File: config.mk
export PLATFORM = sky130hd
export DESIGN_NAME = bf3_ram
export DESIGN_NICKNAME = d
export VERILOG_FILES = /design/src/rtl/bf3_ram.sv
export SDC_FILE = /design/constraint.sdc
export NUM_CORES = 2
export LEC_CHECK = 0
export BUFFER_PORTS_ARGS = -buffer_cell sky130_fd_sc_hd__buf_2
export CAP_MARGIN = 20
export CORE_AREA = 5 5 401 403
export CTS_CLUSTER_DIAMETER = 150
export CTS_CLUSTER_SIZE = 20
export DETAILED_ROUTE_END_ITERATION = 8
export DIE_AREA = 0 0 406 408
export PLACE_DENSITY = 0.69
export SLEW_MARGIN = 5
export SYNTH_ARGS = -nofsm -noshare
export SYNTH_HDL_FRONTEND = slang
export SYNTH_SLANG_ARGS = --single-unit
File: constraint.sdc
create_clock -name clk -period 2.3 [get_ports clk]
set_input_delay 0.46 -clock clk [delete_from_list [all_inputs] [get_ports clk]]
set_output_delay 0.46 -clock clk [all_outputs]
set_load 0.005 [all_outputs]
File: src/rtl/bf3_ram.sv
`default_nettype none
module bf3_ram #(
    parameter int DEPTH = 256,
    parameter int WIDTH = 8,
    localparam int AW = $clog2(DEPTH)
) (
    input  wire logic             clk,
    input  wire logic             we,
    input  wire logic [AW-1:0]    waddr,
    input  wire logic [WIDTH-1:0] wdata,
    input  wire logic [AW-1:0]    raddr,
    output logic      [WIDTH-1:0] rdata
);

    logic [WIDTH-1:0] mem [DEPTH];

    always_ff @(posedge clk)
    begin
        if (we)
        begin
            mem[waddr] <= wdata;
        end
        rdata <= mem[raddr];
    end

endmodule
`default_nettype wire

# == Word-level counts from Yosys, hierarchy flattened ==
# Memory sizes are Yosys's and may differ from the RTL's. A register that Yosys moved wholly into a read port is not among the register bits.
# Index checks and enable logic that the tools add are counted.
# W data, S select, Z words.
# op_classes
muxes,2
# ops
operator,n
$mux W1,2
# totals
ram_bits,2048
ff_bits,0
out_inout_bits,8
mem_count,1
# memory_table
memory,words,word_bits,rd,rd_ports_with_merged_regs,wr,line,rtl
mem,256,8,1,1,1,15,logic [WIDTH-1:0] mem [DEPTH];

# == Logic depth before layout (Yosys ltp) ==
# depth
word_depth,2
depth_mapped,11
depth_no_buf,6

# == Worst setup path before layout ==
# Ideal clock, no wire load.
# synth_timing
path_type,input port to flip-flop
startpoint,input port raddr[0]
endpoint,register rdata[2] (read register of mem)
setup_slack_ns,-0.098
t_required_ns,2.169
arrival_ns,2.267
stages,9
path_cell_list,buf_6 buf_12 buf_8 buf_2 mux4_2 a22oi_1 a21oi_1 nor4_1 nor4_2
# synth_rtl
item,line,rtl
from (decl),11,"input wire logic [AW-1:0] raddr,"
to (decl),12,output logic [WIDTH-1:0] rdata

==> results.yml <==
clock_network:
  post-cts-setup-buffer-count: 0
  clock_sinks: 2056
  cts_buffers: 112
  ctsHtreeMaxLevel: 3
  cts_buffer_depth: 3
  cts-root-buf: "clkbuf_16"
  cts_tree: "yes"
  clkTransAtPathRegs_ps: 80
  insertion_delay_ps: 780
synth:
  yosys.area_share.simple_pct: 2.63
  synth-seq-cells: 2056
  muxShareOfSynthArea_pct: 14.6
  syn-cell-area_sq_mm: 0.0796
  synth_area_per_cell_sq_um: 21.3
  synth_cell_types: 55
  synthAdderAreaFrac_pct: 0
  synth.area.top_cells: "edfxtp_1 (77%), mux4_2 (13%), mux2i_1 (1.7%)"
  yosysSeqAreaShare_pct: 77.5
  synth_top_area_share_pct: 77.3
  yosys_most_used_dff: "edfxtp_1"
  synth-edff-count: 2048
  yosys.area.top_type: "edfxtp_1"
  yosys_warnings: 0
  synth_xor_xnor_area_share_pct: 0
  synth_nets: 3759
  synth_top_family_by_area: "multiplexers"
  synth_compound_area_share_pct: 3.42
  async_flop_share_pct: 0
  syn_inst: 3733
pwr:
  ir_worst_vdd_v: 0.000622
  seqPwrFrac_pct: 62.3
  p_sw_share_pct: 21.2
  p_total_w: 0.0663
  p_clk_share_pct: 31.0
  power_frac_comb_pct: 6.7
  powerDensity_mw_per_mm2: 726
  p_leak_nw: 29.4
  p_int_w: 0.0523
  switchingPower_w: 0.0141
finish:
  synthToLayoutAreaGrowth_pct: 14.9
  fillers: 11300
  drive_gt1_share_pct: 32.0
  fin_area_sq_mm: 0.0914
  final_nets: 4453
critical_path:
  worstSetupPathType: "input pin to flip-flop"
  crit_path_cell_trace: "buf_12 > buf_16 > buf_16 > buf_12 > mux4_2 > a22o_1 > nor3_4 > buf_4 > a21oi_1 > a22oi_2 > buf_4 > nor4_2"
  path_max_fanout: 20
  cp-end-kind: "flip-flop"
  cp-start-kind: "input pin"
  cp_slowest_cell: "mux4_2"
  critPathArrivalTime_ps: 3020
  max_stage_delay_ps: 520
  path_delay_family: "buffers and inverters"
  cp_data_required_time_ps: 2980
  critPathBufInv: 6
detailed_routing:
  vias_per_cell: 6.25
  vias: 41000
  drc_errors: 0
  drt.antenna.violating_nets: 0
  finalWirelength_mm: 197
  first_iter_violations: 5520
  drt_first_pass_iters: 6
  routedWlPerCell_um: 30.0
global_routing:
  grt_antenna_before_repair: 15
  grt_pass1_wl_mm: 286
  grt_use_total_pct: 23.7
  grt_remaining_overflow: 0
  grt_max_degree: 108
  grt_pass1_vias: 41000
sta:
  slew_headroom_pct: 41.9
  hold_viol_final: 0
  fmax_mhz: 428
  fin_skew_ps: 39.2
  period_minus_slack_ps: 2340
  finalCritPeriodShare_pct: 102
  whs_ps: 86.7
  layout_setup_ws_ps: -35.1
  drv_slew: 0
  setup_viol_count_final: 2
  fin_tns_setup_ps: -45.9
  tightest_slew_ps: 870
  rsz0062_at_grt: "yes"
floorplan:
  rows: 146
  die_h_um: 408
  initial_core_util_pct: 50.6
  dieWidth_um: 406
  die-area_sq_mm: 0.166
  ioPinCount: 34
  core_region_area_sq_mm: 0.157
run_status:
  outcome: "complete, but fails checks"
  violations: "negative setup slack"
placed_design:
  dp_hpwl_mm: 130
  placed_area_sq_mm: 0.0880
  port_buffers: 33
  gp_congestion: 0.854
flow_run:
  drv_cap: 0
hold_path:
  hold_path.class: "input pin to flip-flop"
registers in the layout (all words and copies together), names as in the netlist:
register and count:
mem 2048, rdata 8
power groups by stage:
stage          sequential, W  clock (W)  combinational [W]
6_report              0.0413     0.0205            0.00444
5_1_grt               0.0413     0.0223            0.00465
4_1_cts               0.0413     0.0209            0.00442
3_5_place_dp          0.0422          0            0.00435
3_3_place_gp          0.0422          0            0.00429
2_1_floorplan         0.0421          0            0.00203
cells by family after synthesis:
group / Yosys count
AO/OA/AOI/OAI: 385
buffers and inverters: 235
flip-flops: 2056
multiplexers: 591
AND/OR/NAND/NOR: 466
timing repair:
action | in CTS | in global routing
pin swaps | 2 | 6
hold buffers | 2 | 0
resized for setup | 25 | 15
setup endpoints to repair | 7 | 6
gates cloned | 1 | 0
hold endpoints to repair | 24 | 0
metal layers:
metal	wire length (um)	GRT usage, %	up-vias	part of all wire (%)
met5	130	0	-	0.066
met4	4930	5.68	8	2.5
met3	19600	4.97	274	10
met2	94600	37.4	2103	48
met1	77400	34.6	21600	39
li1	-	-	17000	-
synth_stat cells, types with 10 or more instances:
library cell  count
nor3_1           22
a211oi_1         16
a221oi_1         13
buf_8            13
mux4_2          454
buf_6            21
o22ai_1          28
buf_4            27
nand3_1          34
a22oi_1         133
o211ai_1         10
buf_2            31
nor2b_1          31
nand2_1          33
nor4_1           24
a21oi_1          96
o21ai_0          10
buf_1            22
mux2i_1         134
o221ai_1         46
clkbuf_1        111
nand4_1          10
edfxtp_1       2048
nor2_1          282
cell usage in the layout (no fill, tap or decap), types with 45 or more instances in the layout:
cell type / n
edfxtp_1: 2048
buf_4: 688
mux4_2: 454
nor2_1: 278
mux2i_1: 134
a22oi_1: 131
clkbuf_16: 113
a21oi_1: 95
buf_12: 89
clkbuf_1: 46
o221ai_1: 45
final timing paths:
kind / from / endpoint / slack [ps] / cells past startpoint
hold reg to reg: mem[32][5] / rdata[5] / 1190 / 7
setup reg to reg: mem[219][6] / rdata[6] / -40 / 6
hold / removal: wdata[0] / mem[90][0] / 90 / 1
setup / recovery: raddr[0] / rdata[6] / -40 / 12
through the flow:
stage               cells  utilization, %  setup WS, ps
CTS                  6551            58.1          1.85
global placement     6380            56.0         -1360
finish               6556            58.2         -35.1
detailed placement   6382            56.0         -1310
global route         6552            58.2         -59.8
floorplan            3733               -         -12.1
area by class of cell:
class	instances	area, sq um	share of cell area, %
tap	2072	2590	2.84
sequential	2056	61700	67.5
multi-input combinational	1442	16700	18.3
antenna	5	12.5	0.0137
inverter	2	7.51	0.00821
timing repair buffer	813	7300	7.99
clock buffer	159	3000	3.28
clock inverter	7	105	0.115
(Power assumes the default switching activity.)
